## src/hdl/lfng_step.sv

```systemverilog
`default_nettype none
// input register and phase increment: frequency times reciprocal rate
module lfng_step (
  input  logic                clk_i,
  input  logic                en1_i,
  input  logic                en2_i,
  input  logic signed [27:0]  frequency_i,
  input  logic [31:0]         inv_rate_i,
  output logic signed [33:0]  step_o,
  output logic                fwd_o
);

  localparam logic signed [52:0] StepHi = 53'sd4294967296;
  localparam logic signed [52:0] StepLo = -53'sd4294967296;

  logic signed [27:0] freq_q;
  logic signed [60:0] prod;
  logic signed [52:0] shifted;
  logic signed [52:0] clipped;
  logic signed [33:0] step_q;
  logic               fwd_q;

  always_ff @(posedge clk_i) begin
    if (en1_i) begin
      freq_q <= frequency_i;
    end
  end

  // q20.8 times q0.32, drop 8 bits with floor, clip to +-1.0
  always_comb begin
    prod    = $signed(freq_q) * $signed({1'b0, inv_rate_i});
    shifted = prod[60:8];
    if (shifted > StepHi) begin
      clipped = StepHi;
    end else if (shifted < StepLo) begin
      clipped = StepLo;
    end else begin
      clipped = shifted;
    end
  end

  always_ff @(posedge clk_i) begin
    if (en2_i) begin
      step_q <= clipped[33:0];
      fwd_q  <= ~freq_q[27];
    end
  end

  assign step_o = step_q;
  assign fwd_o  = fwd_q;

endmodule
`default_nettype wire

```

## config.mk

```make
export PLATFORM = sky130hd
export DESIGN_NAME = lfng_step
export DESIGN_NICKNAME = d
export VERILOG_FILES = /design/src/hdl/lfng_step.sv
export SDC_FILE = /design/constraint.sdc
export NUM_CORES = 2
export LEC_CHECK = 0
export BUFFER_PORTS_ARGS = -buffer_cell sky130_fd_sc_hd__buf_2
export CORE_MARGIN = 2
export CORE_UTILIZATION = 41
export DETAILED_ROUTE_END_ITERATION = 8
export GPL_ROUTABILITY_DRIVEN = 0
export GPL_TIMING_DRIVEN = 0
export PLACE_DENSITY_LB_ADDON = 0.25
export SLEW_MARGIN = 20
export SYNTH_ARGS = -nofsm -noshare
export SYNTH_HDL_FRONTEND = slang
export SYNTH_SLANG_ARGS = --single-unit
```

## constraint.sdc

```tcl
create_clock -name clk_i -period 9.61 [get_ports clk_i]
set_input_delay 0.4805 -clock clk_i [delete_from_list [all_inputs] [get_ports clk_i]]
set_output_delay 0.4805 -clock clk_i [all_outputs]
set_load 0.01 [all_outputs]
```

* Word level (Yosys, flattened, before mapping) *
Cells that the tools add are included.

word-level totals
  flip-flop bits (word level) = 63
  input bits = 63
  output and inout bits = 35
  word-level logic and storage cells = 10

operators by class
  $mul = 1
  $lt $le $gt $ge = 2
  muxes and demuxes = 1
  bitwise operators = 1
  reduce and logical (&&, ||, !) cells = 1

operators by type and width
  operator              number
  $mul 28x33->61        1
  $gt 53x34->1 const B  1
  $lt 53x33->1 const B  1
  $mux 34               1
  $reduce_or 2->1       1
  $not 1->1             1

* Longest topological paths before layout *
  word-level depth = 3
  depth in mapped cells = 32
  gate-level depth less buffers = 28

* Least setup slack after synthesis *
OpenSTA, ideal clock, no wires.

  path kind = input port to flip-flop
  start point = in inv_rate_i[20]
  end point = reg step_q[24], in the netlist step_o[24] (data pin)
  setup time = 0.143 ns
  arrival time = 8.010 ns
  data required time = 9.467 ns
  path slack = 1.457 ns
  stages = 28
  path buffers = 3
  cells stage by stage = clkbuf_1 clkbuf_1 nand2_1 fa_1 inv_1 fa_1 inv_1 fa_1 inv_1 fa_1 inv_1 fa_1 fa_1 fa_1 inv_1 fa_1 ha_1 nand4_2 nor4_4 o311ai_1 and3_4 and4_4 or4_4 or4_1 nor3_2 nand4_2 buf_6 a21oi_2

between the ends
  longest elaborated chain between the ends = 3
  elaborated cells between the ends (all ways) = 4
  classes of those cells = 1 x mul; 2 x order compare; 1 x reduce/logical

RTL lines
  element                                              line    text
  start, declared                                      8       input logic [31:0] inv_rate_i,
  $mul 28x33->61 *                                     31      prod = $signed(freq_q) * $signed({1'b0, inv_rate_i});
  $gt 53x34->1 / $lt 53x33->1 (equally long branches)  33, 35
  $reduce_or 2->1 (no line)                            --
  end signal, assigned                                 44      step_q <= clipped[33:0];
  end, declared                                        20      logic signed [33:0] step_q;

Every way passes the cells marked *; elsewhere a longest branch is shown, timed or not.
A chain may end at the register's enable or synchronous reset.

* Worst setup path in the final report *
  start point = reg freq_q[11]
  end point = reg step_q[28], in the netlist step_o[28] (data pin)

between the ends
  longest elaborated chain between the ends = 3
  elaborated cells between the ends (all ways) = 4
  classes of those cells = 1 x mul; 2 x order compare; 1 x reduce/logical

RTL lines
  element                                              line    text
  start, declared                                      16      logic signed [27:0] freq_q;
  start signal, assigned                               25      freq_q <= frequency_i;
  $mul 28x33->61 *                                     31
  $gt 53x34->1 / $lt 53x33->1 (equally long branches)  33, 35
  $reduce_or 2->1 (no line)                            --

Marked as above.

==> out/qor.yml <==
gr-usage-all-layers: 0.296
fin_nets: 4760
post-route-drc-count: 0
yosys_warnings: 0
grt_pass1_vias: 26800
cpPeakStageDelay_ns: 0.82
syn-cell-area_sq_um: 32800
grt_pass1_wl_mm: 175
syn_inst: 3567
clk_pin_slew_worst_paths_ns: 0.09
cts.sink_count: 63
arrival_ns: 9.62
die_h_um: 287
cts_max_level: 3
fmax_ghz: 0.107
crit_slowest_cell: "clkbuf_1"
insertion_delay_ns: 0.40
critPathCapture: "step_o[28]"
yosysTopAreaCell: "fa_1"
synth-main-ff-cell: "edfxtp_1"
max_slew.worst_pin.slew_ns: 1.12
startpoint: "freq_q[11]"
synth-seq-cells: 63
outcome: "completed"
coreArea_sq_um: 79100
cts_made_buffers: 9
die_w_um: 287
grt_start_max_net_pins: 36
finalSetupViolations: 0
critPathCaptureType: "flop"
initial_core_util: 0.414
critPathKind: "flop to flop"
rsz0062_at_grt: "no"
numPortBuffers: 67
num-fill-cells: 7946
synth.area.top_cells: "fa_1, ha_1, and2_1"
multi_input_area_sq_um: 27100
hold_violations: 0
drv_cap: 0
crit_path_frequent_cell: "fa_1"
rows: 103
period_share: 0.975
hpwl_mm: 96.5
wire_per_inst_um: 25.1
reg2reg_to: "step_o[28]"
fin_cells: 4713
wl_mm: 118
synth-edff-count: 63
yosysSeqAreaShare: 0.0577
design_area_sq_um: 34900
slew_headroom: 0.256
holdWs_ns: 0.247
num_io_pins: 98
synth_cell_types: 80
gr-total-overflow: 0
worstPathRequired_ns: 9.85
antenna_found_initial: 3
synth_area_per_cell_sq_um: 9.19
die_area_sq_um: 82200
drtIter0Drc: 2224
syn_nets: 4678
via_per_inst: 5.46
vias: 25700
synth_top_cell_area_share: 0.474
skew_ns: 0.0273
fin_crit_ns: 9.37
firstDrtPassIters: 8
root_buffer: "clkbuf_16"
tritoncts: "done"
worst_r2r_path_depth: 26
finalSetupTns_ns: 0
clockBufferDepth: 2
place_area_sq_um: 34400
async_flop_share: 0
min_path_type: "input port to flop"
slew_viol_final: 0
dp.cells: 4684
r2r_setup_slack_ns: 0.24
area_growth_pct: 6.59
crit_path_max_fanout: 10
antenna_left: 0
r2r-start: "freq_q[11]"
seqCellArea_sq_um: 1890
drive_gt1_frac: 0.0684
cp-start-kind: "flop"
## final cells by class
class                   count  area share
plain buffers             215      0.0290
clock buffers               9     0.00644
multi-input cells        2528       0.777
clock inverters             7     0.00294
diodes                      9    0.000644
repair buffers             72      0.0110
inverters                 760      0.0817
flip-flops and latches     63      0.0541
well taps                1050      0.0376
## worst max-delay path, delay by kind of cell, from the launching register on
kind / cells / cell delay, ns
fa+ha+maj: 9 / 4.09
simple gates: 4 / 1.39
xor+xnor: 1 / 0.18
flops: 1 / 0.48
compound gates: 7 / 1.73
buf+inv: 5 / 1.38
## worst min-delay path by stage
stage | from | depth (start not counted) | endpoint | slack, ns
CTS | frequency_i[21] | 1 | freq_q[21] | 0.23
detailed placement | frequency_i[19] | 1 | freq_q[19] | 0.66
global placement | frequency_i[4] | 1 | freq_q[4] | 0.66
finish | frequency_i[3] | 1 | freq_q[3] | 0.25
global route | frequency_i[5] | 1 | freq_q[5] | 0.25
floorplan | frequency_i[0] | 0 | freq_q[0] | 0.58
## layer usage
metal  up-vias  share of wire  wire length, um  GRT usage
li1      10800              -                -          -
met2      1387           0.45            52900      0.454
met5         -              0                0          0
met1     13200           0.38            45000      0.378
met4         0          0.073             8580      0.178
met3       351           0.10            11800     0.0764
## kinds of logic after synthesis
family,Yosys count,share of synthesized area
and+or+nand+nor,1159,0.182
adders and majority gates,1048,0.578
buffers and inverters,976,0.115
AOI/OAI and AO/OA,273,0.0554
DFF,63,0.0577
xor gates and xnor gates,47,0.0126
muxes,1,0.000305
## cell usage after synthesis, types with 6 or more instances
master,number
xnor2_1,25
and4_1,11
a21oi_2,26
a211o_1,6
nand2b_1,20
buf_6,7
nor4_1,9
nand3_1,22
fa_1,777
o211ai_1,8
ha_1,271
o21ai_1,8
or3_1,7
nand2_1,491
buf_2,20
and3_1,9
o21a_1,7
o21ai_0,55
nor3_1,15
clkbuf_1,182
nor2_1,63
a21o_1,16
edfxtp_1,63
and2_1,459
inv_1,760
a211oi_1,8
a21oi_1,82
a21boi_0,10
nand4_1,23
xor2_1,22
## registers in the layout (all words and copies together) (netlist names)
signal and cells:
freq_q 28, step_o 34, fwd_o 1
## metrics by stage
stage / setup slack, ns / util
final: 0.236 / 0.442
after global routing: 0.00588 / 0.441
after CTS: 0.0346 / 0.439
after detailed placement: -0.341 / 0.435
after global placement: -0.315 / 0.435
after floorplan: 1.46 / -
## cell usage in the layout (no fill, tap or decap), types with 5 or more instances in the layout
cell       count
a211o_1        6
a211oi_1       8
a21boi_0      10
a21o_1        16
a21oi_1       82
a21oi_2       26
a41oi_1        5
and2_1       459
and3_1         9
and4_1        11
buf_2         87
buf_4          8
buf_6          7
clkbuf_1     103
clkbuf_16      9
clkbuf_2      75
diode_2        9
edfxtp_1      63
fa_1         777
ha_1         271
inv_1        759
nand2_1      491
nand2b_1      20
nand3_1       22
nand4_1       23
nor2_1        63
nor3_1        15
nor4_1         9
o211ai_1       8
o21a_1         7
o21ai_0       54
o21ai_1        9
or3_1          7
xnor2_1       25
xor2_1        22
## what timing repair did
item,4_1_cts,5_1_grt
pin swaps,0,0
setup endpoints to repair,32,33
hold buffers,0,0
resized for setup,0,198
buffers inserted,0,5
Power is left out: the tool's default activity adds up to more than one toggle a clock period on the data nets, which glitch-free logic cannot reach.
