`src/hdl/lfng_pkg.sv`:
```
`default_nettype none
package lfng_pkg;

  // register map, one 32-bit word each
  typedef enum logic [1:0] {
    RegInvRate  = 2'd0,
    RegInterp   = 2'd1,
    RegStartFwd = 2'd2,
    RegSeed     = 2'd3
  } reg_idx_e;

  localparam logic [31:0] LcgMul      = 32'd435898247;
  localparam logic [31:0] LcgAdd      = 32'd382842987;
  localparam logic [31:0] NoiseOffset = 32'h4000_0000;

  localparam logic [31:0] InvRateReset = 32'd89478;
  localparam logic [31:0] SeedReset    = 32'd404933;

  // 1.0 in the q2.32 phase format
  localparam logic signed [34:0] PhaseOne = 35'sd4294967296;

  // q1.30 sample limits
  localparam logic signed [34:0] SampleMax = 35'sd1073741823;
  localparam logic signed [34:0] SampleMin = -35'sd1073741824;

  // low 31 bits of the word, re-centred around zero
  function automatic logic signed [30:0] noise_of(input logic [31:0] w);
    logic signed [31:0] t;
    t = $signed({1'b0, w[30:0]}) - $signed(NoiseOffset);
    return t[30:0];
  endfunction

  localparam logic [63:0] RngResetWide =
    64'(SeedReset) * 64'(LcgMul) + 64'(LcgAdd);
  localparam logic [31:0] RngReset = RngResetWide[31:0];
  localparam logic signed [30:0] CurReset = noise_of(SeedReset);

endpackage
`default_nettype wire

```
`src/hdl/lfng_interp.sv`:
```
`default_nettype none
// interpolation product, final add with saturation, output register
module lfng_interp (
  input  logic                clk_i,
  input  logic                en4_i,
  input  logic                eno_i,
  input  logic                interp_i,
  input  logic signed [31:0]  diff_i,
  input  logic signed [33:0]  weight_i,
  input  logic signed [30:0]  prev_i,
  input  logic signed [30:0]  cur_i,
  output logic signed [30:0]  sample_o
);

  logic signed [65:0] prod_d, prod_q;
  logic signed [30:0] prev_q, cur_q;
  logic signed [34:0] y;
  logic signed [34:0] y_c;

  assign prod_d = $signed(diff_i) * $signed(weight_i);

  always_ff @(posedge clk_i) begin
    if (en4_i) begin
      prod_q <= prod_d;
      prev_q <= prev_i;
      cur_q  <= cur_i;
    end
  end

  // drop 32 fraction bits with floor, then saturate to q1.30
  always_comb begin
    y = {{4{prev_q[30]}}, prev_q} + {prod_q[65], prod_q[65:32]};
    if (y > lfng_pkg::SampleMax) begin
      y_c = lfng_pkg::SampleMax;
    end else if (y < lfng_pkg::SampleMin) begin
      y_c = lfng_pkg::SampleMin;
    end else begin
      y_c = y;
    end
  end

  always_ff @(posedge clk_i) begin
    if (eno_i) begin
      sample_o <= interp_i ? y_c[30:0] : cur_q;
    end
  end

endmodule
`default_nettype wire

```
`config.mk`:
```
export PLATFORM = sky130hd
export DESIGN_NAME = lfng_interp
export DESIGN_NICKNAME = d
export VERILOG_FILES = /design/src/hdl/lfng_pkg.sv /design/src/hdl/lfng_interp.sv
export SDC_FILE = /design/constraint.sdc
export NUM_CORES = 2
export LEC_CHECK = 0
export BUFFER_PORTS_ARGS = -buffer_cell sky130_fd_sc_hd__buf_2
export CAP_MARGIN = 5
export CORE_MARGIN = 3
export CORE_UTILIZATION = 60
export DETAILED_ROUTE_END_ITERATION = 10
export PLACE_DENSITY = 0.74
export SYNTH_ARGS = -nofsm -noshare
export SYNTH_HDL_FRONTEND = slang
export SYNTH_SLANG_ARGS = --single-unit
```
`constraint.sdc`:
```
create_clock -name clk_i -period 21.3 [get_ports clk_i]
set_clock_uncertainty 0.1 [all_clocks]
set_input_delay 2.13 -clock clk_i [delete_from_list [all_inputs] [get_ports clk_i]]
set_output_delay 2.13 -clock clk_i [all_outputs]
set_load 0.005 [all_outputs]
```
======== Yosys cells after proc, flatten, opt, wreduce, memory -nomap -nowiden ========
Cells that the tools add are included.
storage, ports and cells
  flip-flop bits (word level) ............. 159
  bits in latches ......................... 0
  RAM bits ................................ 0
  ROM bits ................................ 0
  input bits .............................. 132
  output and inout bits ................... 31
  memories ................................ 0
cells by class
  add/sub/neg operators ................... 1
  multiply operators ...................... 1
  divide/modulo/power cells ............... 0
  order comparisons ....................... 2
  eq/ne operators ......................... 0
  shift operators ......................... 0
  multiplexer cells ....................... 3
  bitwise operators ....................... 0
  reduce and logical (&&, ||, !) cells .... 0
operators by type and width
  operator                                                          count
  two-way mux 31 bit                                                3
  multiplier 32 x 34 -> 66 bit                                      1
  adder 31 x 34 -> 35 bit                                           1
  greater-than comparator 35 x 31 -> 1 bit (second input constant)  1
  less-than comparator 35 x 31 -> 1 bit (second input constant)     1

======== Depth between registers and ports, before layout ========
  word-level depth ........................ 5
  mapped depth ............................ 29
  mapped depth without buffers ............ 27

======== Worst setup path before layout ========
Ideal clock, no wire load.
  kind .................................... in2reg
  from .................................... input weight_i[33]
  to ...................................... register prod_q[65], data pin
  library setup time ...................... 0.260 ns
  arrival ................................. 9.372 ns
  required time ........................... 20.940 ns
  slack ................................... 11.568 ns
  cell stages on the path ................. 25
  path buffers ............................ 2
  cell sequence ........................... clkbuf_1 > nand2_1 > inv_1 > fa_1 > inv_1 > fa_1 > inv_1 > fa_1 > fa_1 > inv_1 > fa_1 > inv_1 > fa_1 > fa_1 > fa_1 > ha_1 > clkbuf_1 > nand4_1 > nor3_1 > nand3_1 > o21ai_0 > o211ai_1 > a21oi_1 > o211a_1 > nor3_1
between the ends
  cells in the longest elaborated chain, start to end .. 1
RTL lines
  what                          RTL line           source
  start, declared               lfng_interp.sv:9   input logic signed [33:0] weight_i,
  multiplier 32 x 34 -> 66 bit  lfng_interp.sv:20  assign prod_d = $signed(diff_i) * $signed(weight_i);
  named net prod_d[65]          lfng_interp.sv:15  logic signed [65:0] prod_d, prod_q;
  end signal, assigned          lfng_interp.sv:24  prod_q <= prod_d;
  end, declared                 lfng_interp.sv:15
The timed path passes the listed nets, and every way through them passes these cells.
A chain may end at the register's enable or synchronous reset.

======== Worst setup path in the final report ========
  from .................................... input diff_i[5]
  to ...................................... register prod_q[65], data pin
between the ends
  cells in the longest elaborated chain, start to end .. 1
RTL lines
  what                          RTL line           source
  start, declared               lfng_interp.sv:8   input logic signed [31:0] diff_i,
  multiplier 32 x 34 -> 66 bit  lfng_interp.sv:20
  named net prod_d[65]          lfng_interp.sv:15
The timed path passes the listed nets, and every way through them passes these cells.

==> summary.md <==
| Metric | Value |
|---|---|
| Mapped cell area | 42900 µm² |
| Top Ports | 163 |
| Outcome | finished, final reports clean |
| Syn Inst Count | 4313 |
| Area contributors post-synth | fa_1 53%, edfxtp_1 8.9%, inv_1 8.9% |
| Vias | 29.8k |
| Remaining antenna violation count | 0 |
| CTS tree | done |
| Starting Density | 60.9% |
| # setup viols final | 0 |
| H-tree depth | 4 |
| First-pass GRT wire length | 181000 µm |
| Yosys warns | 0 |
| Final min period | 11.51 ns |
| Post-synth ARST share | 0% |
| Sequential fraction of the synthesis area | 8.89% |
| Netlist cell types | 60 |
| Antenna violations before repair | 4 |
| Number of port buffers | 162 |
| Nature of the critical path endpoint | flop |
| Layout cell share with drive strength beyond 1 | 5.36% |
| Hold Violations, Final | 0 |
| Final Net Count | 5790 |
| Hpwl dp | 83600 µm |
| Hold-fix buffers, CTS | 0 |
| Syn Area/Cell | 9.95 µm² |
| Chip Height | 273 µm |
| Clk Latency, worst-skew pair | 0.42 ns |
| DR WL/cell | 21.2 µm |
| Setup Crit Path Kind | in2reg |
| Slew @ Worst Pin | 1.19 ns |
| Vias/cell | 5.68 |
| Post-synth EDFFs | 127 |
| Cell with the most instances after synthesis | fa_1 |
| WP data required | 21.42 ns |
| Die width | 273 µm |
| Largest net degree at the start of global routing | 70 |
| Syn-to-layout area delta | 4.55% |
| Row count | 97 |
| Final Wtd Congestion | 0.924 |
| Setup TNS | 0 ns |
| Fill cells | 5767 |
| Final Max Tran Viols | 0 |
| RSZ-0062 raised after global routing | false |
| Syn_nets | 5805 |
| Synth top area share | 53.3% |
| Yosys reg bits | 127 |
| Sink Count | 127 |
| Initial DRC Count | 2081 |
| Global route total overflow | 0 |
| Routed wire length | 111000 µm |
| Hold Crit Class | reg2reg |
| First drt pass iteration count | 8 |
| Die area | 74700 µm² |
| Final period utilization | 54.0% |
| CTS max path bufs | 2 |
| DRC | 0 |
| Post-synth top area cell | fa_1 |
| Most used DFF post-synth | edfxtp_1 |
| Total CTS buffers | 17 |
| Max Clk Rate | 86.9 MHz |
| Max_slew headroom | 20.4% |
| CP arrival | 11.63 ns |
| Worst-path maximum fanout | 34 |
| Vias in the first global route | 33.4k |
| Post-CTS Setup Inserts | 0 |
| Max Cap Violations | 0 |
| Clock-pin transition on the worst setup and hold timing paths | 0.05 ns |
| Most common library cells after synthesis | 1142 x fa_1, 1013 x inv_1, 545 x and2_1 |
| Startpoint Class | input pin |
| Resized cells post-CTS | 0 |
| GRT Total Usage | 31.6% |
| Core footprint | 70400 µm² |
| Root Buffer | clkbuf_16 |
cell type report:
cell class / instances / area (µm²) / area share [%]
diodes: 3 / 7.51 / 0.0167
flip-flops and latches: 127 / 3810 / 8.50
clock buffers: 17 / 425 / 0.949
well taps: 940 / 1180 / 2.62
repair buffers: 186 / 993 / 2.22
clock inverters: 15 / 218 / 0.485
inverters: 1013 / 3800 / 8.48
multi-input cells: 2953 / 34400 / 76.7
metrics by stage:
step | area (µm²) | setup WS, ns | hold slack [ns] | util [%] | std cells
final | 44800 | 9.79 | 0.441 | 63.7 | 5254
after global routing | 44800 | 9.24 | 0.460 | 63.7 | 5252
after CTS | 44800 | 9.92 | 0.448 | 63.7 | 5251
after detailed placement | 44200 | 9.51 | 0.433 | 62.8 | 5219
after global placement | 44200 | 9.62 | 0.423 | 62.8 | 5219
after floorplan | 42900 | 11.57 | 0.408 | - | 4313
final timing paths:
check	startpoint	endpoint	slack, ns	cells past startpoint
worst max-delay path	diff_i[5]	prod_q[65]	9.79	24
worst min-delay path	cur_q[30]	sample_o[30]	0.44	2
worst min register to register	cur_q[30]	sample_o[30]	0.44	2
worst max register to register	prod_q[32]	sample_o[22]	16.72	12
layer usage:
metal / share of wire, % / global-route usage [%]
met1: 39 / 42.5
met5: 0 / 0
met4: 3.8 / 11.0
met3: 9.6 / 6.59
met2: 48 / 51.5
worst max-delay path, cell delays in order:
cell and delay [ns]:
buf_2 0.64, nand2_1 0.26, inv_1 0.15, fa_1 0.46
inv_1 0.23, fa_1 0.46, inv_1 0.22, fa_1 0.51
fa_1 1.13, inv_1 0.31, fa_1 0.57, inv_1 0.06
fa_1 0.56, fa_1 0.47, fa_1 0.49, ha_1 0.47
nand4_1 0.24, nor3_1 0.49, nand3_1 0.13, o21ai_0 0.70
o211ai_1 0.22, a21oi_1 0.32, nor3_1 0.10, nor3_1 0.27
placed cells by master, fill, tap and decap left out, types with 12 or more instances in the layout:
cell       netlist  final
and2_1         545    545
a21o_1          38     38
nor2_1          62     62
edfxtp_1       127    127
o21ai_0         43     43
nand2_1        542    542
o21bai_1        12     12
buf_2            3    161
inv_1         1013   1013
nand2b_1        23     23
nand4_1         15     15
fa_1          1142   1142
nor3_1          16     16
a221o_1         31     31
ha_1           218    218
nand3_1         14     14
a21oi_1         75     75
clkbuf_16        0     17
xor2_1          23     23
xnor2_1         53     53
buf_4            0     25
flip-flops by register name, indices dropped and copies added, names as in the netlist:
name,cells
prod_q,34
cur_q,31
prev_q,31
sample_o,31
kinds of logic (layout without fill, tap and decap cells):
logic type | count (synthesis) | after routing | share of synthesized area [%]
AOI/OAI and AO/OA | 271 | 271 | 4.38
xor gates and xnor gates | 76 | 76 | 1.55
adders and majority gates | 1360 | 1360 | 59.7
buffers and inverters | 1233 | 1231 | 10.9
DFF | 127 | 127 | 8.89
other | 0 | 3 | 0
and+or+nand+nor | 1246 | 1246 | 14.6
Power is left out: the tool's default activity adds up to more than one toggle a clock period on the data nets, which glitch-free logic cannot reach.
