### src/hdl/lfng_pkg.sv
`default_nettype none
package lfng_pkg;

  // register map, one 32-bit word each
  typedef enum logic [1:0] {
    RegInvRate  = 2'd0,
    RegInterp   = 2'd1,
    RegStartFwd = 2'd2,
    RegSeed     = 2'd3
  } reg_idx_e;

  localparam logic [31:0] LcgMul      = 32'd435898247;
  localparam logic [31:0] LcgAdd      = 32'd382842987;
  localparam logic [31:0] NoiseOffset = 32'h4000_0000;

  localparam logic [31:0] InvRateReset = 32'd89478;
  localparam logic [31:0] SeedReset    = 32'd404933;

  // 1.0 in the q2.32 phase format
  localparam logic signed [34:0] PhaseOne = 35'sd4294967296;

  // q1.30 sample limits
  localparam logic signed [34:0] SampleMax = 35'sd1073741823;
  localparam logic signed [34:0] SampleMin = -35'sd1073741824;

  // low 31 bits of the word, re-centred around zero
  function automatic logic signed [30:0] noise_of(input logic [31:0] w);
    logic signed [31:0] t;
    t = $signed({1'b0, w[30:0]}) - $signed(NoiseOffset);
    return t[30:0];
  endfunction

  localparam logic [63:0] RngResetWide =
    64'(SeedReset) * 64'(LcgMul) + 64'(LcgAdd);
  localparam logic [31:0] RngReset = RngResetWide[31:0];
  localparam logic signed [30:0] CurReset = noise_of(SeedReset);

endpackage
`default_nettype wire

### src/hdl/lfng_state.sv
`default_nettype none
// phase accumulator, value pair and generator; prepares interpolation operands
module lfng_state (
  input  logic                clk_i,
  input  logic                rst_ni,
  input  logic                adv_i,
  input  logic                en3_i,
  input  logic signed [33:0]  step_i,
  input  logic                fwd_i,
  input  logic                seed_load_i,
  input  logic [31:0]         seed_i,
  input  logic                start_fwd_i,
  output logic signed [31:0]  diff_o,
  output logic signed [33:0]  weight_o,
  output logic signed [30:0]  prev_o,
  output logic signed [30:0]  cur_o
);

  localparam logic signed [35:0] One36    = 36'sd4294967296;
  localparam logic signed [35:0] PhaseHi  = 36'sd17179869183;
  localparam logic signed [35:0] PhaseLo  = -36'sd17179869184;

  logic signed [34:0] phase_q, phase_d;
  logic signed [30:0] cur_q, cur_d;
  logic signed [30:0] prev_q, prev_d;
  logic [31:0]        rng_q, rng_d;

  logic               wrap;
  logic signed [34:0] phase_w;
  logic signed [35:0] ph_ext;
  logic signed [35:0] sum;
  logic signed [35:0] sum_c;
  logic signed [35:0] w_raw;
  logic signed [35:0] w_c;
  logic signed [30:0] cur_w;
  logic signed [30:0] prev_w;
  logic signed [31:0] diff;
  logic [31:0]        mul_in;
  logic [31:0]        lcg;

  // one generator multiplier, shared by seed load and wrap
  assign mul_in = seed_load_i ? seed_i : rng_q;
  assign lcg    = 32'(mul_in * lfng_pkg::LcgMul) + lfng_pkg::LcgAdd;

  always_comb begin
    wrap = fwd_i ? (phase_q >= lfng_pkg::PhaseOne) : (phase_q <= 35'sd0);
    if (!wrap) begin
      phase_w = phase_q;
    end else if (fwd_i) begin
      phase_w = phase_q - lfng_pkg::PhaseOne;
    end else begin
      phase_w = phase_q + lfng_pkg::PhaseOne;
    end
    cur_w  = wrap ? lfng_pkg::noise_of(rng_q) : cur_q;
    prev_w = wrap ? cur_q : prev_q;
    ph_ext = {phase_w[34], phase_w};

    sum = ph_ext + {{2{step_i[33]}}, step_i};
    if (sum > PhaseHi) begin
      sum_c = PhaseHi;
    end else if (sum < PhaseLo) begin
      sum_c = PhaseLo;
    end else begin
      sum_c = sum;
    end

    // weight runs from the previous value towards the current one
    w_raw = fwd_i ? ph_ext : (One36 - ph_ext);
    if (w_raw > One36) begin
      w_c = One36;
    end else if (w_raw < -One36) begin
      w_c = -One36;
    end else begin
      w_c = w_raw;
    end

    diff = {cur_w[30], cur_w} - {prev_w[30], prev_w};
  end

  always_comb begin
    phase_d = phase_q;
    cur_d   = cur_q;
    prev_d  = prev_q;
    rng_d   = rng_q;
    if (seed_load_i) begin
      phase_d = start_fwd_i ? lfng_pkg::PhaseOne : 35'sd0;
      cur_d   = lfng_pkg::noise_of(seed_i);
      rng_d   = lcg;
    end else if (adv_i) begin
      phase_d = sum_c[34:0];
      cur_d   = cur_w;
      prev_d  = prev_w;
      rng_d   = wrap ? lcg : rng_q;
    end
  end

  always_ff @(posedge clk_i or negedge rst_ni) begin
    if (!rst_ni) begin
      phase_q <= lfng_pkg::PhaseOne;
      cur_q   <= lfng_pkg::CurReset;
      prev_q  <= 31'sd0;
      rng_q   <= lfng_pkg::RngReset;
    end else begin
      phase_q <= phase_d;
      cur_q   <= cur_d;
      prev_q  <= prev_d;
      rng_q   <= rng_d;
    end
  end

  always_ff @(posedge clk_i) begin
    if (en3_i) begin
      diff_o   <= diff;
      weight_o <= w_c[33:0];
      prev_o   <= prev_w;
      cur_o    <= cur_w;
    end
  end

endmodule
`default_nettype wire

### config.mk
export PLATFORM = sky130hd
export DESIGN_NAME = lfng_state
export DESIGN_NICKNAME = d
export VERILOG_FILES = /design/src/hdl/lfng_pkg.sv /design/src/hdl/lfng_state.sv
export SDC_FILE = /design/constraint.sdc
export NUM_CORES = 1
export LEC_CHECK = 0
export ABC_AREA = 0
export BUFFER_PORTS_ARGS = -buffer_cell sky130_fd_sc_hd__buf_2
export CAP_MARGIN = 30
export CORE_MARGIN = 10
export CORE_UTILIZATION = 60
export CTS_CLUSTER_DIAMETER = 30
export CTS_CLUSTER_SIZE = 30
export DETAILED_ROUTE_END_ITERATION = 10
export GPL_TIMING_DRIVEN = 1
export PLACE_DENSITY = 0.8
export RECOVER_POWER = 50
export SETUP_SLACK_MARGIN = 0.05
export SLEW_MARGIN = 20
export SYNTH_ARGS = -nofsm -noshare
export SYNTH_HDL_FRONTEND = slang
export SYNTH_SLANG_ARGS = --single-unit
### constraint.sdc
create_clock -name clk_i -period 13.4 [get_ports clk_i]
set_input_delay 2.68 -clock clk_i [delete_from_list [all_inputs] [get_ports clk_i]]
set_output_delay 2.68 -clock clk_i [all_outputs]
set_load 0.05 [all_outputs]
# [Yosys cells after proc, flatten, opt, wreduce, memory -nomap -nowiden]
# Cells that the tools add are included.
# Widths: inputs -> output; s select.
[totals] reg_bits=257 inputBits=73 out_inout_bits=128 elab_cells=48
[op_classes] add_sub_neg=8 multipliers=1 magnitude_cmp=6 mux=18 bitwise=1 reduce_logical=5
[op_table] op="$mux 35" n=6
[op_table] op="$mux 32" n=4
[op_table] op="$mux 31" n=4
[op_table] op="$sub 31x31->31 const B" n=2
[op_table] op="$add 35x34->36" n=1
[op_table] op="$gt 36x34->1 const B" n=1
[op_table] op="$gt 36x35->1 const B" n=1
[op_table] op="$lt 36x33->1 const B" n=1
[op_table] op="$lt 36x35->1 const B" n=1
[op_table] op="$mux 36" n=1
[op_table] op="$sub 34x35->36 const A" n=1
[op_table] op="$add 35x34->35 const B" n=1
[op_table] op="$ge 35x34->1 const B" n=1
[op_table] op="$le 35x1->1 const B" n=1
[op_table] op="$sub 35x34->35 const B" n=1
[op_table] op="$mux 34" n=1
[op_table] op="$mux 33" n=1
[op_table] op="$add 32x29->32 const B" n=1
[op_table] op="$mul 32x29->32 const B" n=1
[op_table] op="$sub 31x31->32" n=1
[op_table] op="$reduce_and 2->1" n=2
[op_table] op="$reduce_bool 2->1" n=2
[op_table] op="$reduce_or 2->1" n=1
[op_table] op="$mux 1" n=1
[op_table] op="$not 1->1" n=1

# [Longest topological paths before layout]
[logic_depth] depth_word=9 depth_mapped=32 depth_no_buf=29

# [Worst setup path before layout]
# No wires, ideal clock.
[synth_timing] kind="input to register" startpoint="in seed_load_i" endpoint="reg rng_q[28]" setup_time_ns=0.133 t_arrival_ns=10.278 required_time_ns=13.267 path_slack_ns=2.989 cell_stages=29 n_path_buf=3 cell_sequence="buf_1 > clkbuf_1 > buf_1 > o21ai_0 > inv_1 > fa_1 > fa_1 > inv_1 > ha_1 > inv_1 > fa_1 > inv_1 > ha_1 > fa_1 > fa_1 > inv_1 > fa_1 > inv_1 > ha_1 > a21o_1 > a21o_1 > a21oi_1 > o21ai_0 > a21oi_1 > o21a_1 > o211ai_1 > a21oi_1 > xor2_1 > o21ai_0"
[synth_between] elab_chain_len=6 elab_cells_between_ends=9 cone_classes="add/sub: 1; mul: 1; mux: 4; reduce/logical: 3"
[synth_lines] item="from (decl)" line_no="lfng_state.sv:10" rtl="input logic seed_load_i,"
[synth_lines] item="$mux 32" line_no="lfng_state.sv:42" rtl="assign mul_in = seed_load_i ? seed_i : rng_q;"
[synth_lines] item="$mul 32x29->32" line_no="lfng_state.sv:43" rtl="assign lcg = 32'(mul_in * lfng_pkg::LcgMul) + lfng_pkg::LcgAdd;"
[synth_lines] item="$add 32x29->32" line_no="lfng_state.sv:43"
[synth_lines] item="$mux 32" line_no="lfng_state.sv:93" rtl="rng_d = wrap ? lcg : rng_q;"
[synth_lines] item="$mux 32" line_no="lfng_state.sv:89" rtl="end else if (adv_i) begin"
[synth_lines] item="$mux 32" line_no="lfng_state.sv:85" rtl="if (seed_load_i) begin"
[synth_lines] item="to (signal assigned)" line_no="lfng_state.sv:102" rtl="rng_q <= lfng_pkg::RngReset;"
[synth_lines] item="to (signal assigned)" line_no="lfng_state.sv:107" rtl="rng_q <= rng_d;"
[synth_lines] item="to (decl)" line_no="lfng_state.sv:26" rtl="logic [31:0] rng_q, rng_d;"
# Several ways; a longest one is shown, not always the timed one. The select of a mux whose other input is x is not followed.
# A chain may end at the register's enable or synchronous reset.

# [Worst setup path in the final report]
[layout_timing] startpoint="in seed_load_i" endpoint="reg rng_q[29]"
# The elaborated chain is that of the path after synthesis.

==> flow_metrics.py <==
metrics = {
    "status": {
        "status": "finished, violations left",
        "violations": "capacitance limit, slew limit",
    },
    "grt": {
        "grt_max_degree": 72,
        "antenna_found_initial": 0,
        "grt_pass1_wl_um": 100100,
        "grt_pass1_vias": 18450,
        "overflow": 0,
        "gr-usage-all-layers": 0.2684,
    },
    "place": {
        "hpwlAfterDp_um": 50050,
        "place_congestion": 0.9466,
        "portBuffers": 199,
    },
    "clock_network": {
        "postCtsHoldBufs": 0,
        "clk_latency_ps": 550,
        "post_cts.repair.setup_buffers": 0,
        "post_cts_resized": 0,
        "cts_tree": "yes",
        "cts_root_buf": "clkbuf_16",
        "htreeDepth": 2,
        "cts_buffers": 46,
        "cts.clk_slew.worst_paths_ps": 50,
        "cts_buffer_depth": 3,
        "cts.sinks": 256,
    },
    "timing": {
        "finalClockSkew_ps": 11.71,
        "period_needed_ps": 10670,
        "tightest_slew_ps": 3460,
        "rsz0062_at_grt": "false",
        "setup_viol": 0,
        "finalSetupTns_ps": 0,
        "fmax_mhz": 93.69,
        "final_max_slew_viol_count": 244,
        "finalCritPeriodShare": 0.7965,
        "finalHoldViolations": 0,
        "relSlewSlack": -1.307,
    },
    "setup_path": {
        "worstPathMaxFanout": 71,
        "rrSetupSlack_ps": 5830,
        "cp_slowest_cell": "clkbuf_1",
        "ff2ff_path_depth": 24,
        "worstPathRequired_ps": 13870,
        "crit_path_end_kind": "flip-flop",
        "cp_common_cell": "fa_1",
        "critPathCapture": "rng_q[29]$_DFFE_PN1P_",
        "crit_cells": 23,
        "startpoint": "seed_load_i",
        "critical_path_class": "in2reg",
        "arrival_ps": 11150,
        "r2r_end": "rng_q[29]$_DFFE_PN1P_",
        "path_buf_inv": 5,
        "timing.critical_path.max_delay_family": "adder cells",
        "reg2reg_from": "rng_q[6]$_DFFE_PN1P_",
        "cp_slowest_stage_delay_ps": 960,
        "path_cells": "clkbuf_1 -> buf_4 -> o21a_1 -> inv_1 -> fa_1 -> fa_1 -> ha_1 -> fa_1 -> fa_1 -> fa_1 -> fa_1 -> inv_1 -> fa_1 -> inv_1 -> ha_1 -> and3_1 -> nand3_1 -> a211oi_1 -> o2111ai_1 -> a31oi_1 -> a21oi_1 -> xor2_1 -> o21ai_0",
        "start_kind": "primary input",
    },
    "layout": {
        "nNetsFinal": 3062,
        "antenna_cells": 0,
        "synthToLayoutAreaGrowth_pct": 13.15,
        "layout_commonest_cell": "inv_1",
        "drive_above_1_share": 0.09773,
        "final_cell_mix": "418 x inv_1, 229 x ha_1, 198 x fa_1",
    },
    "synthesis": {
        "synth-edff-count": 128,
        "ys_warn_count": 0,
        "yosysSeqAreaShare": 0.3059,
        "synthFlopType": "edfxtp_1",
        "syn-cell-area_um2": 23170,
        "synth.avg_cell_area_um2": 9.837,
        "syn_inst": 2355,
        "ys_ff_latch": 256,
        "synth_nets": 2855,
        "ys_async_sr_fraction": 0.5000,
        "synth.distinct_cells": 75,
    },
    "detailed_routing": {
        "avgRoutedWirePerCell_um": 20.18,
        "ant_nets": 0,
        "vias": 17780,
        "drc": 0,
        "drt-total-wl_um": 62770,
        "avgViaCountPerCell": 5.715,
        "drtPass1Iterations": 5,
        "drt_iter0_drc": 1357,
    },
    "hold_path": {
        "hp-class": "reg2reg",
    },
    "run": {
        "maxCapViolCount": 4,
    },
    "floorplanning": {
        "die_area_um2": 46870,
        "start_util": 0.6121,
        "fp.dieW_um": 216.5,
        "die_h_um": 216.5,
        "io_pins": 201,
        "coreArea_um2": 37840,
        "row_count": 71,
    },
}
flip-flops by register name, indices dropped and copies added, names as in the netlist:
signal and flops:
phase_q 35, weight_o 34, prev_o 31, cur_o 31, prev_q 31, diff_o 32, rng_q 31, cur_q 31
synth_stat cells, types with 9 or more instances:
cell type | n | share of area
nand2_1 | 158 | 0.026
dfstp_2 | 32 | 0.036
o211ai_1 | 10 | 0.0032
ha_1 | 229 | 0.12
buf_1 | 10 | 0.0016
fa_1 | 198 | 0.17
nor2b_1 | 12 | 0.0032
nand2b_1 | 15 | 0.0041
and3_1 | 13 | 0.0035
mux2_2 | 9 | 0.0044
a21oi_1 | 148 | 0.032
nand3_1 | 15 | 0.0032
xor2_1 | 38 | 0.014
nor4_1 | 10 | 0.0027
inv_1 | 418 | 0.068
a21o_1 | 42 | 0.014
mux2i_1 | 72 | 0.031
nor2_2 | 10 | 0.0027
dfrtp_1 | 96 | 0.10
xnor2_1 | 110 | 0.042
clkbuf_1 | 54 | 0.0087
o21bai_1 | 14 | 0.0045
or3_1 | 13 | 0.0035
nor3_1 | 30 | 0.0065
o21a_1 | 27 | 0.0087
o21ai_0 | 198 | 0.043
edfxtp_1 | 128 | 0.17
a211oi_1 | 14 | 0.0045
nor2_1 | 100 | 0.016
a31oi_1 | 21 | 0.0057
worst min-delay path by stage:
| stage | start | end | slack [ps] | cells past startpoint |
|---|---|---|---|---|
| CTS | rng_q[12]$_DFFE_PN1P_ | rng_q[12]$_DFFE_PN1P_ | 480 | 2 |
| global route | rng_q[22]$_DFFE_PN1P_ | rng_q[22]$_DFFE_PN1P_ | 500 | 2 |
| finish | rng_q[12]$_DFFE_PN1P_ | rng_q[12]$_DFFE_PN1P_ | 480 | 2 |
| global placement | rng_q[17]$_DFFE_PN0P_ | rng_q[17]$_DFFE_PN0P_ | 460 | 2 |
| floorplan | rng_q[7]$_DFFE_PN0P_ | rng_q[7]$_DFFE_PN0P_ | 450 | 2 |
| detailed placement | rng_q[7]$_DFFE_PN0P_ | rng_q[7]$_DFFE_PN0P_ | 470 | 2 |
worst min-delay path, cell delays in order (launching register included):
cell and delay (ps):
dfstp_2 360, nand2_1 40, o21ai_0 60
cell families (layout without fill, tap and decap cells):
| family | after synthesis | count (layout) | share of synthesized area |
|---|---|---|---|
| AOI/OAI and AO/OA | 527 | 527 | 0.1354 |
| xor gates and xnor gates | 150 | 150 | 0.05790 |
| adders and majority gates | 428 | 428 | 0.2952 |
| buffers and inverters | 489 | 733 | 0.08080 |
| DFF | 256 | 256 | 0.3059 |
| muxes | 82 | 82 | 0.03597 |
| and+or+nand+nor | 423 | 423 | 0.08879 |
area by class of cell:
type	instances	area, µm²
inverter	419	1573
fill	2956	11630
clock inverter	29	384.1
clock buffer	56	1251
sequential	256	7087
timing repair buffer	229	1039
tap	511	639.4
multi-input combinational	1610	14240
layer usage:
metal  GRT usage  up-vias  part of all wire
met1      0.3266     8592              0.39
met4      0.1067        0             0.040
met2      0.4725      695              0.50
met3     0.03621      150             0.068
li1            -     8338                 -
met5           0        -                 0
metrics by stage:
| step | utilization | hold WS (ps) | cells | worst slack [ps] | instance area (µm²) |
|---|---|---|---|---|---|
| 2_1_floorplan | - | 448.5 | 2355 | 2989 | 23170 |
| 4_1_cts | 0.6970 | 477.5 | 3106 | 3455 | 26380 |
| 5_1_grt | 0.6926 | 496.4 | 3110 | 2185 | 26210 |
| 6_report | 0.6926 | 475.9 | 3110 | 2726 | 26210 |
| 3_5_place_dp | 0.6537 | 466.5 | 3021 | 2897 | 24740 |
| 3_3_place_gp | 0.6537 | 461.5 | 3021 | 2967 | 24740 |
Power is not shown: default switching activity piles up to over one toggle a cycle in this logic, so the estimate is an artifact.
